**config.mk**
```make
export PLATFORM = sky130hd
export DESIGN_NAME = blocked_graph_reachability_core
export DESIGN_NICKNAME = d
export VERILOG_FILES = /design/src/bgr_pkg.sv /design/src/bgr_ram.sv /design/src/bgr_queue.sv /design/src/bgr_front.sv /design/src/bgr_back.sv /design/src/blocked_graph_reachability_core.sv
export SDC_FILE = /design/constraint.sdc
export NUM_CORES = 2
export LEC_CHECK = 0
export ABC_AREA = 1
export BUFFER_PORTS_ARGS = -buffer_cell sky130_fd_sc_hd__clkbuf_2
export CORE_MARGIN = 3
export CORE_UTILIZATION = 33
export DETAILED_ROUTE_END_ITERATION = 8
export SLEW_MARGIN = 10
export SYNTH_ARGS = -nofsm -noshare
export SYNTH_HDL_FRONTEND = slang
export SYNTH_SLANG_ARGS = --single-unit
```
**constraint.sdc**
```tcl
create_clock -name aclk -period 5.8 [get_ports aclk]
set_input_delay 1.16 -clock aclk [delete_from_list [all_inputs] [get_ports aclk]]
set_output_delay 1.16 -clock aclk [all_outputs]
set_load 0.05 [all_outputs]
```
**src/bgr_pkg.sv**
```systemverilog
package bgr_pkg;

    // Field widths of the stream payloads
    localparam int NODE_FIELD_W = 5;
    localparam int ACTION_W     = 2;
    localparam int S_TDATA_W    = 16;  // node_a, node_b, occupied_flag, zero fill
    localparam int M_TDATA_W    = 16;  // reached_node, came_from, zero fill

    // Configuration register
    localparam int               CFG_W     = 6;
    localparam logic [CFG_W-1:0] CFG_RESET = 6'd32;
    localparam int               CNT_W     = 7;   // effective node count, at most NODES

    // Default sizing
    localparam int DEF_NODES       = 32;
    localparam int DEF_QUEUE_DEPTH = 2;

    // Input action codes
    localparam logic [ACTION_W-1:0] ACT_CONNECT = 2'd0;
    localparam logic [ACTION_W-1:0] ACT_OCCUPY  = 2'd1;
    localparam logic [ACTION_W-1:0] ACT_QUERY   = 2'd2;

    // Command kinds handed from front to back
    localparam logic [1:0] CMD_CONNECT = 2'd0;
    localparam logic [1:0] CMD_OCCUPY  = 2'd1;
    localparam logic [1:0] CMD_QUERY   = 2'd2;
    localparam logic [1:0] CMD_NONE    = 2'd3;  // query whose start is out of range

    typedef struct packed {
        logic [1:0]              kind;
        logic [NODE_FIELD_W-1:0] node_a;
        logic [NODE_FIELD_W-1:0] node_b;
        logic                    flag;
    } cmd_t;

endpackage

```
**src/bgr_ram.sv**
```systemverilog
module bgr_ram #(
    parameter int WIDTH = 32,
    parameter int DEPTH = 32
) (
    input  logic                     aclk,
    input  logic                     we,
    input  logic [$clog2(DEPTH)-1:0] waddr,
    input  logic [WIDTH-1:0]         wdata,
    input  logic [$clog2(DEPTH)-1:0] raddr,
    output logic [WIDTH-1:0]         rdata
);

    logic [WIDTH-1:0] mem [DEPTH];

    // Read returns the old contents on a same-address write
    always_ff @(posedge aclk) begin
        if (we) begin
            mem[waddr] <= wdata;
        end
        rdata <= mem[raddr];
    end

endmodule

```
**src/bgr_queue.sv**
```systemverilog
module bgr_queue #(
    parameter int DEPTH = bgr_pkg::DEF_QUEUE_DEPTH
) (
    input  logic          aclk,
    input  logic          aresetn,
    input  logic          push,
    input  bgr_pkg::cmd_t push_cmd,
    output logic          full,
    output logic          pop_valid,
    output bgr_pkg::cmd_t pop_cmd,
    input  logic          pop
);
    import bgr_pkg::*;

    localparam int PTR_W = (DEPTH > 1) ? $clog2(DEPTH) : 1;
    localparam int CNT_QW = $clog2(DEPTH + 1);

    cmd_t              entry_reg [DEPTH];
    logic [PTR_W-1:0]  wr_ptr_reg, wr_ptr_next;
    logic [PTR_W-1:0]  rd_ptr_reg, rd_ptr_next;
    logic [CNT_QW-1:0] count_reg, count_next;
    logic              do_push, do_pop;

    assign full      = (count_reg == CNT_QW'(DEPTH));
    assign pop_valid = (count_reg != '0);
    assign pop_cmd   = entry_reg[rd_ptr_reg];
    assign do_push   = push && !full;
    assign do_pop    = pop && pop_valid;

    always_comb begin
        wr_ptr_next = wr_ptr_reg;
        rd_ptr_next = rd_ptr_reg;
        count_next  = count_reg;
        if (do_push) begin
            wr_ptr_next = (wr_ptr_reg == PTR_W'(DEPTH - 1)) ? '0 : wr_ptr_reg + PTR_W'(1);
        end
        if (do_pop) begin
            rd_ptr_next = (rd_ptr_reg == PTR_W'(DEPTH - 1)) ? '0 : rd_ptr_reg + PTR_W'(1);
        end
        if (do_push && !do_pop) begin
            count_next = count_reg + CNT_QW'(1);
        end else if (do_pop && !do_push) begin
            count_next = count_reg - CNT_QW'(1);
        end
    end

    always_ff @(posedge aclk) begin
        if (!aresetn) begin
            wr_ptr_reg <= '0;
            rd_ptr_reg <= '0;
            count_reg  <= '0;
        end else begin
            wr_ptr_reg <= wr_ptr_next;
            rd_ptr_reg <= rd_ptr_next;
            count_reg  <= count_next;
        end
    end

    always_ff @(posedge aclk) begin
        if (do_push) begin
            entry_reg[wr_ptr_reg] <= push_cmd;
        end
    end

endmodule

```
**src/bgr_front.sv**
```systemverilog
module bgr_front #(
    parameter int NODES = bgr_pkg::DEF_NODES
) (
    input  logic                               aclk,
    input  logic                               aresetn,
    input  logic                               s_tvalid,
    output logic                               s_tready,
    input  logic [bgr_pkg::S_TDATA_W-1:0]      s_tdata,
    input  logic [bgr_pkg::ACTION_W-1:0]       s_tuser,
    input  logic                               cfg_valid,
    output logic                               cfg_ready,
    input  logic [bgr_pkg::CFG_W-1:0]          cfg_data,
    input  logic                               q_full,
    output logic                               q_push,
    output bgr_pkg::cmd_t                      q_cmd,
    output logic [bgr_pkg::CNT_W-1:0]          node_count
);
    import bgr_pkg::*;

    logic [CFG_W-1:0]        nodes_in_use_reg, nodes_in_use_next;
    logic [CNT_W-1:0]        cfg_wide;
    logic [NODE_FIELD_W-1:0] field_a, field_b;
    logic                    a_ok, b_ok, accept;

    assign cfg_ready = 1'b1;

    always_comb begin
        nodes_in_use_next = nodes_in_use_reg;
        if (cfg_valid) begin
            nodes_in_use_next = cfg_data;
        end
    end

    always_ff @(posedge aclk) begin
        if (!aresetn) begin
            nodes_in_use_reg <= CFG_RESET;
        end else begin
            nodes_in_use_reg <= nodes_in_use_next;
        end
    end

    // Clamp the programmed count to the built node count
    assign cfg_wide   = CNT_W'(nodes_in_use_reg);
    assign node_count = (cfg_wide < CNT_W'(NODES)) ? cfg_wide : CNT_W'(NODES);

    assign s_tready = !q_full;
    assign accept   = s_tvalid && s_tready;
    assign field_a  = s_tdata[NODE_FIELD_W-1:0];
    assign field_b  = s_tdata[2*NODE_FIELD_W-1:NODE_FIELD_W];
    assign a_ok     = CNT_W'(field_a) < node_count;
    assign b_ok     = CNT_W'(field_b) < node_count;

    // Classify; drop out-of-range edits and unknown actions here
    always_comb begin
        q_cmd.node_a = field_a;
        q_cmd.node_b = field_b;
        q_cmd.flag   = s_tdata[2*NODE_FIELD_W];
        q_cmd.kind   = CMD_NONE;
        q_push       = 1'b0;
        case (s_tuser)
            ACT_CONNECT: begin
                q_cmd.kind = CMD_CONNECT;
                q_push     = accept && a_ok && b_ok;
            end
            ACT_OCCUPY: begin
                q_cmd.kind = CMD_OCCUPY;
                q_push     = accept && a_ok;
            end
            ACT_QUERY: begin
                q_cmd.kind = a_ok ? CMD_QUERY : CMD_NONE;
                q_push     = accept;
            end
            default: begin
                q_push = 1'b0;
            end
        endcase
    end

endmodule

```
**src/bgr_back.sv**
```systemverilog
module bgr_back #(
    parameter int NODES = bgr_pkg::DEF_NODES
) (
    input  logic                          aclk,
    input  logic                          aresetn,
    input  logic                          q_valid,
    input  bgr_pkg::cmd_t                 q_cmd,
    output logic                          q_pop,
    input  logic [bgr_pkg::CNT_W-1:0]     node_count,
    output logic                          m_tvalid,
    input  logic                          m_tready,
    output logic [bgr_pkg::M_TDATA_W-1:0] m_tdata,
    output logic                          m_tuser,
    output logic                          m_tlast
);
    import bgr_pkg::*;

    localparam int IDX_W = $clog2(NODES);

    localparam logic [2:0] S_IDLE   = 3'd0;
    localparam logic [2:0] S_CONN_B = 3'd1;
    localparam logic [2:0] S_CONN_W = 3'd2;
    localparam logic [2:0] S_EVAL   = 3'd3;
    localparam logic [2:0] S_POP    = 3'd4;

    function automatic logic [NODES-1:0] onehot(input logic [IDX_W-1:0] idx);
        logic [NODES-1:0] v;
        v      = '0;
        v[idx] = 1'b1;
        return v;
    endfunction

    function automatic logic [IDX_W-1:0] lowest_set(input logic [NODES-1:0] m);
        logic [IDX_W-1:0] r;
        r = '0;
        for (int i = NODES - 1; i >= 0; i--) begin
            if (m[i]) begin
                r = IDX_W'(i);
            end
        end
        return r;
    endfunction

    logic [2:0]              state_reg, state_next;
    logic [IDX_W-1:0]        cur_reg, cur_next;
    logic [IDX_W-1:0]        sp_reg, sp_next;
    logic [IDX_W-1:0]        a_reg, a_next, b_reg, b_next;
    logic [NODES-1:0]        visited_reg, visited_next;
    logic [NODES-1:0]        occ_reg, occ_next;
    logic [NODES-1:0]        row_valid_reg, row_valid_next;
    logic                    valid_q_reg;
    logic                    pend_valid_reg, pend_valid_next;
    logic [IDX_W-1:0]        pend_node_reg, pend_node_next;
    logic [IDX_W-1:0]        pend_from_reg, pend_from_next;
    logic                    out_valid_reg;
    logic [NODE_FIELD_W-1:0] out_node_reg, out_from_reg;
    logic                    out_found_reg, out_last_reg;

    logic                    out_load;
    logic [NODE_FIELD_W-1:0] load_node, load_from;
    logic                    load_found, load_last;
    logic                    out_free;

    logic                    adj_we;
    logic [IDX_W-1:0]        adj_waddr, adj_raddr;
    logic [NODES-1:0]        adj_wdata, adj_rdata;
    logic                    stk_we;
    logic [IDX_W-1:0]        stk_raddr, stk_rdata;

    logic [NODES-1:0]        inuse, row, cand;
    logic [IDX_W-1:0]        next_idx, cmd_a, cmd_b;

    bgr_ram #(.WIDTH(NODES), .DEPTH(NODES)) u_adj (
        .aclk  (aclk),
        .we    (adj_we),
        .waddr (adj_waddr),
        .wdata (adj_wdata),
        .raddr (adj_raddr),
        .rdata (adj_rdata)
    );

    bgr_ram #(.WIDTH(IDX_W), .DEPTH(NODES)) u_stack (
        .aclk  (aclk),
        .we    (stk_we),
        .waddr (sp_reg),
        .wdata (cur_reg),
        .raddr (stk_raddr),
        .rdata (stk_rdata)
    );

    for (genvar g = 0; g < NODES; g++) begin : g_inuse
        assign inuse[g] = CNT_W'(g) < node_count;
    end

    assign cmd_a     = IDX_W'(q_cmd.node_a);
    assign cmd_b     = IDX_W'(q_cmd.node_b);
    assign stk_raddr = sp_reg - IDX_W'(1);
    // Rows never written read as empty
    assign row       = adj_rdata & {NODES{valid_q_reg}};
    assign cand      = row & inuse & ~visited_reg & ~occ_reg;
    assign next_idx  = lowest_set(cand);
    assign out_free  = !out_valid_reg || m_tready;

    always_comb begin
        state_next      = state_reg;
        cur_next        = cur_reg;
        sp_next         = sp_reg;
        a_next          = a_reg;
        b_next          = b_reg;
        visited_next    = visited_reg;
        occ_next        = occ_reg;
        row_valid_next  = row_valid_reg;
        pend_valid_next = pend_valid_reg;
        pend_node_next  = pend_node_reg;
        pend_from_next  = pend_from_reg;
        q_pop           = 1'b0;
        adj_we          = 1'b0;
        adj_waddr       = a_reg;
        adj_wdata       = row | onehot(b_reg);
        adj_raddr       = cur_reg;
        stk_we          = 1'b0;
        out_load        = 1'b0;
        load_node       = NODE_FIELD_W'(pend_node_reg);
        load_from       = NODE_FIELD_W'(pend_from_reg);
        load_found      = 1'b1;
        load_last       = 1'b0;

        case (state_reg)
            S_IDLE: begin
                if (q_valid) begin
                    case (q_cmd.kind)
                        CMD_CONNECT: begin
                            q_pop      = 1'b1;
                            a_next     = cmd_a;
                            b_next     = cmd_b;
                            adj_raddr  = cmd_a;
                            state_next = S_CONN_B;
                        end
                        CMD_OCCUPY: begin
                            q_pop           = 1'b1;
                            occ_next[cmd_a] = q_cmd.flag;
                        end
                        CMD_QUERY: begin
                            q_pop        = 1'b1;
                            visited_next = onehot(cmd_a);
                            cur_next     = cmd_a;
                            sp_next      = '0;
                            adj_raddr    = cmd_a;
                            state_next   = S_EVAL;
                        end
                        default: begin
                            // Start out of range: single empty result
                            if (out_free) begin
                                q_pop      = 1'b1;
                                out_load   = 1'b1;
                                load_node  = '0;
                                load_from  = '0;
                                load_found = 1'b0;
                                load_last  = 1'b1;
                            end
                        end
                    endcase
                end
            end
            S_CONN_B: begin
                // Row a arrives: set bit b, fetch row b
                adj_we                = 1'b1;
                adj_waddr             = a_reg;
                adj_wdata             = row | onehot(b_reg);
                row_valid_next[a_reg] = 1'b1;
                adj_raddr             = b_reg;
                state_next            = S_CONN_W;
            end
            S_CONN_W: begin
                adj_we                = 1'b1;
                adj_waddr             = b_reg;
                adj_wdata             = row | onehot(a_reg);
                row_valid_next[b_reg] = 1'b1;
                state_next            = S_IDLE;
            end
            S_EVAL: begin
                if (cand != '0) begin
                    if (!pend_valid_reg || out_free) begin
                        // Release the held result, hold the new one
                        out_load                = pend_valid_reg;
                        pend_valid_next         = 1'b1;
                        pend_node_next          = next_idx;
                        pend_from_next          = cur_reg;
                        visited_next[next_idx]  = 1'b1;
                        stk_we                  = 1'b1;
                        sp_next                 = sp_reg + IDX_W'(1);
                        cur_next                = next_idx;
                        adj_raddr               = next_idx;
                    end
                end else if (sp_reg != '0) begin
                    sp_next    = sp_reg - IDX_W'(1);
                    state_next = S_POP;
                end else if (out_free) begin
                    out_load        = 1'b1;
                    load_last       = 1'b1;
                    pend_valid_next = 1'b0;
                    if (!pend_valid_reg) begin
                        load_node  = '0;
                        load_from  = '0;
                        load_found = 1'b0;
                    end
                    state_next = S_IDLE;
                end
            end
            S_POP: begin
                cur_next   = stk_rdata;
                adj_raddr  = stk_rdata;
                state_next = S_EVAL;
            end
            default: begin
                state_next = S_IDLE;
            end
        endcase
    end

    always_ff @(posedge aclk) begin
        if (!aresetn) begin
            state_reg      <= S_IDLE;
            occ_reg        <= '0;
            row_valid_reg  <= '0;
            pend_valid_reg <= 1'b0;
            out_valid_reg  <= 1'b0;
        end else begin
            state_reg      <= state_next;
            occ_reg        <= occ_next;
            row_valid_reg  <= row_valid_next;
            pend_valid_reg <= pend_valid_next;
            if (out_load) begin
                out_valid_reg <= 1'b1;
            end else if (m_tready) begin
                out_valid_reg <= 1'b0;
            end
        end
    end

    always_ff @(posedge aclk) begin
        cur_reg       <= cur_next;
        sp_reg        <= sp_next;
        a_reg         <= a_next;
        b_reg         <= b_next;
        visited_reg   <= visited_next;
        pend_node_reg <= pend_node_next;
        pend_from_reg <= pend_from_next;
        valid_q_reg   <= row_valid_reg[adj_raddr];
        if (out_load) begin
            out_node_reg  <= load_node;
            out_from_reg  <= load_from;
            out_found_reg <= load_found;
            out_last_reg  <= load_last;
        end
    end

    assign m_tvalid = out_valid_reg;
    assign m_tdata  = {{(M_TDATA_W - 2 * NODE_FIELD_W){1'b0}}, out_from_reg, out_node_reg};
    assign m_tuser  = out_found_reg;
    assign m_tlast  = out_last_reg;

endmodule

```
**src/blocked_graph_reachability_core.sv**
```systemverilog
// Channel  | Direction | Transaction                 | Fields (lowest bit first)
// s_       | in        | s_tvalid & s_tready         | tdata: node_a, node_b, occupied_flag
//          |           |                             | tuser: action
// m_       | out       | m_tvalid & m_tready         | tdata: reached_node, came_from
//          |           |                             | tuser: found, tlast: last
// cfg_     | in        | cfg_valid & cfg_ready       | cfg_data: nodes_in_use
//
// Steps: a connect reads and rewrites row a, then row b; an occupy or a query with an out-of-range
// start is handled in IDLE; a query proper starts, enters each node, pops the stack on a backtrack
// and finishes, paced by the single read port of the adjacency RAM and the stack RAM read on a backtrack.
// Reset: aresetn low clears row valid bits, occupancy, queue and output; nodes_in_use to 32.
// Stalls: the front keeps accepting into a two-entry command queue while the back works, until it
// is full; a held m_ result stalls only the steps that need the output register.
module blocked_graph_reachability_core #(
    parameter int NODES       = bgr_pkg::DEF_NODES,
    parameter int QUEUE_DEPTH = bgr_pkg::DEF_QUEUE_DEPTH
) (
    input  logic                          aclk,
    input  logic                          aresetn,
    // Input transactions
    input  logic                          s_tvalid,
    output logic                          s_tready,
    input  logic [bgr_pkg::S_TDATA_W-1:0] s_tdata,   // [4:0] node_a, [9:5] node_b,
                                                     // [10] occupied_flag
    input  logic [bgr_pkg::ACTION_W-1:0]  s_tuser,   // [1:0] action
    // Result transactions
    output logic                          m_tvalid,
    input  logic                          m_tready,
    output logic [bgr_pkg::M_TDATA_W-1:0] m_tdata,   // [4:0] reached_node, [9:5] came_from
    output logic                          m_tuser,   // [0] found
    output logic                          m_tlast,
    // Configuration write
    input  logic                          cfg_valid,
    output logic                          cfg_ready,
    input  logic [bgr_pkg::CFG_W-1:0]     cfg_data
);
    import bgr_pkg::*;

    // Classified commands between front and back
    logic             q_push, q_full, q_valid, q_pop;
    cmd_t             q_in_cmd, q_out_cmd;
    logic [CNT_W-1:0] node_count;

    // Front: decode the action, range-check against the active count, drop no-ops
    bgr_front #(.NODES(NODES)) u_front (
        .aclk       (aclk),
        .aresetn    (aresetn),
        .s_tvalid   (s_tvalid),
        .s_tready   (s_tready),
        .s_tdata    (s_tdata),
        .s_tuser    (s_tuser),
        .cfg_valid  (cfg_valid),
        .cfg_ready  (cfg_ready),
        .cfg_data   (cfg_data),
        .q_full     (q_full),
        .q_push     (q_push),
        .q_cmd      (q_in_cmd),
        .node_count (node_count)
    );

    // Short command queue decoupling the two sides
    bgr_queue #(.DEPTH(QUEUE_DEPTH)) u_queue (
        .aclk      (aclk),
        .aresetn   (aresetn),
        .push      (q_push),
        .push_cmd  (q_in_cmd),
        .full      (q_full),
        .pop_valid (q_valid),
        .pop_cmd   (q_out_cmd),
        .pop       (q_pop)
    );

    // Back: edge updates, occupancy and the depth-first walk with its output register
    bgr_back #(.NODES(NODES)) u_back (
        .aclk       (aclk),
        .aresetn    (aresetn),
        .q_valid    (q_valid),
        .q_cmd      (q_out_cmd),
        .q_pop      (q_pop),
        .node_count (node_count),
        .m_tvalid   (m_tvalid),
        .m_tready   (m_tready),
        .m_tdata    (m_tdata),
        .m_tuser    (m_tuser),
        .m_tlast    (m_tlast)
    );

endmodule

```
==> flow_summary_export.csv <==
group,metric,value,unit
timing,rsz0062_at_grt,"false",
placed_design,dp_hpwl,97600,um
timing,slew_violations,0,
timing,skew,29.6,ps
worst_setup_path,cp.required,6500,ps
worst_setup_path,cp_max_fo,58,
cts,cts-root-buf,"clkbuf_16",
drt,via_count,44300,
placed_design,port_buffers,37,
hold_path,holdPathStages,2,
worst_setup_path,critPathLaunchType,"register",
hold_path,hold_path_class,"reg -> reg",
synth,synthArstFlopShare,0,
timing,tns,0,ps
cells_and_area,nets,6048,
cts,clk_pin_slew,60,ps
cts,clk_path_buf_depth,3,
cts,cts_made_buffers,149,
cells_and_area,area_growth,13.7,%
cts,clock_latency,780,ps
grt,antenna_found_initial,2,
floorplanning,initial_core_util,0.333,
drt,drt_pass1_iterations,5,
cells_and_area,drive_gt1_frac,0.0850,
cells_and_area,stdcell_count,8612,
worst_setup_path,critical_path_class,"reg -> reg",
timing,fin_crit,5130,ps
drt,wl,177000,um
placed_design,place_area,65700,um^2
grt,grt_pass1_vias,41700,
timing,final-hold-violation-count,0,
cells_and_area,antenna_cells,0,
floorplanning,pin_count,50,
timing,worst_slew_pin_slew,1170,ps
floorplanning,die_y,440,um
timing,slew_headroom,0.215,
timing,max_freq,195,MHz
cells_and_area,finalInstanceArea,70600,um^2
outcome,status,"complete, no violations",
grt,grt.total_usage,0.179,
worst_setup_path,cp.arrival,5840,ps
synth,synth_edf_count,1284,
drt,vias_per_cell,5.15,
placed_design,place_congestion,0.898,
cts,cts_tree,"done",
cells_and_area,reg_top3,"u_back.u_adj.mem (1024), u_back.u_stack.mem (160)",
worst_setup_path,cp-end-kind,"register",
synth,syn_area,62100,um^2
synth,synth_top_cell_area_share,0.621,
floorplanning,rows,158,
timing,fin_crit_sh,0.885,
synth,synthTopCellsByArea,"edfxtp_1 (62%), nand3_1 (9.8%), nand2_1 (7.6%)",
cells_and_area,top_register,"u_back.u_adj.mem",
synth,synth_seq_cells,1402,
synth,synth_top_cell_by_area,"edfxtp_1",
floorplanning,core,186000,um^2
synth,synth_area_per_cell,10.3,um^2
run,max_cap_violations,0,
grt,globalRoute.totalOverflow,0,
cells_and_area,fillers,18100,
cts,numClockSinks,1402,
synth,post-synth-top-count-cell,"edfxtp_1",
synth,netlist_instances,6020,
drt,avgRoutedWirePerCell,20.5,um
placed_design,place_inst,8335,
drt,first_iter_violations,4905,
cts,cts_setup_buffers,0,
timing,setup_viol,0,
synth,yosysWarnings,0,
drt,antenna_left,0,
cts,cts-htree-levels,4,
floorplanning,die_w,440,um
cts,postCtsHoldBufs,0,
grt,grt_max_degree,155,
drt,post-route-drc-count,0,
cells_and_area,largest_register_ffs,1024,
cts,ctsResizeCount,0,
timing,hold_slack,468,ps
grt,grt_pass1_wl,264000,um
synth,ys_seq_area_frac,0.659,
floorplanning,dieArea,193000,um^2
worst_setup_path,rr_worst_depth,27,
synth,synth.distinct_cells,53,
synth,synthTopCellsByCount,"edfxtp_1 (1,284), nand2_1 (1,251), nand3_1 (1,221)",
synth,postSynth.topFlopCell,"edfxtp_1",
cell type report:
type | count | area, um^2 | area share
sequential | 1402 | 40900 | 0.579
inverter | 774 | 2920 | 0.0414
tap | 2480 | 3100 | 0.0439
clock buffer | 218 | 4320 | 0.0611
clock inverter | 59 | 586 | 0.00829
multi-input combinational | 3486 | 17100 | 0.242
timing repair buffer | 193 | 1720 | 0.0243
kinds of logic (layout without fill, tap and decap cells):
logic type / count (synthesis) / count (layout) / synth area share
and+or+nand+nor: 3037 / 3037 / 0.221
AOI/OAI and AO/OA: 423 / 423 / 0.0414
xor gates and xnor gates: 6 / 6 / 0.000846
adders and majority gates: 13 / 13 / 0.00262
other: 2 / 7 / 0.000121
buffers and inverters: 1137 / 1244 / 0.0752
DFF: 1402 / 1402 / 0.659
placed cells by master (no fill, tap or decap), drive strengths merged, types with 15 or more instances in the layout:
cell type	count
nand2	1255
edfxtp	1284
o221ai	16
nor3	31
clkinv	49
o22ai	25
nand3b	162
buf	156
dfxtp	118
nor2	335
nor4	15
o311ai	32
nand3	1223
inv	774
o21ai	196
a22oi	30
a21oi	66
clkbuf	255
o211ai	18
through the flow:
stage	worst slack, ps	util
5_1_grt	251	0.379
4_1_cts	748	0.379
3_3_place_gp	821	0.353
2_1_floorplan	1470	-
3_5_place_dp	787	0.353
6_report	665	0.379
path summary, 6_finish.rpt:
kind,start,to,slack [ps]
setup / recovery,u_front.nodes_in_use_reg[5],u_back.u_adj.rdata[10],670
hold / removal,u_back.occ_reg[3],u_back.occ_reg[3],470
setup reg to reg,u_front.nodes_in_use_reg[5],u_back.u_adj.rdata[10],670
hold reg to reg,u_back.occ_reg[3],u_back.occ_reg[3],470
layer usage:
metal / vias up / track usage / share of wire
met1: 21700 / 0.246 / 0.43
met3: 347 / 0.0298 / 0.078
met2: 1764 / 0.284 / 0.46
met5: - / 0 / 0
li1: 20500 / - / -
met4: 0 / 0.0650 / 0.032
worst max-delay path, stage by stage, from the launching register on:
cell	delay (ps)
dfxtp_1	670
inv_6	110
nand2_4	130
inv_2	100
nor2_2	130
inv_2	120
nor3_1	300
nor4_1	110
nor2_1	180
nand3_1	150
nor2_1	190
inv_2	60
nor2_4	200
nor2_1	100
nor2_1	350
a32oi_1	110
o21ai_1	120
inv_1	90
o2111ai_1	120
o21ai_4	200
inv_8	400
buf_12	360
nand3_1	120
nand3_1	90
nand3_1	120
nand2_1	90
nand2_1	100
nand2_1	160
Power is not shown: default switching activity piles up to over one toggle a cycle in this logic, so the estimate is an artifact.
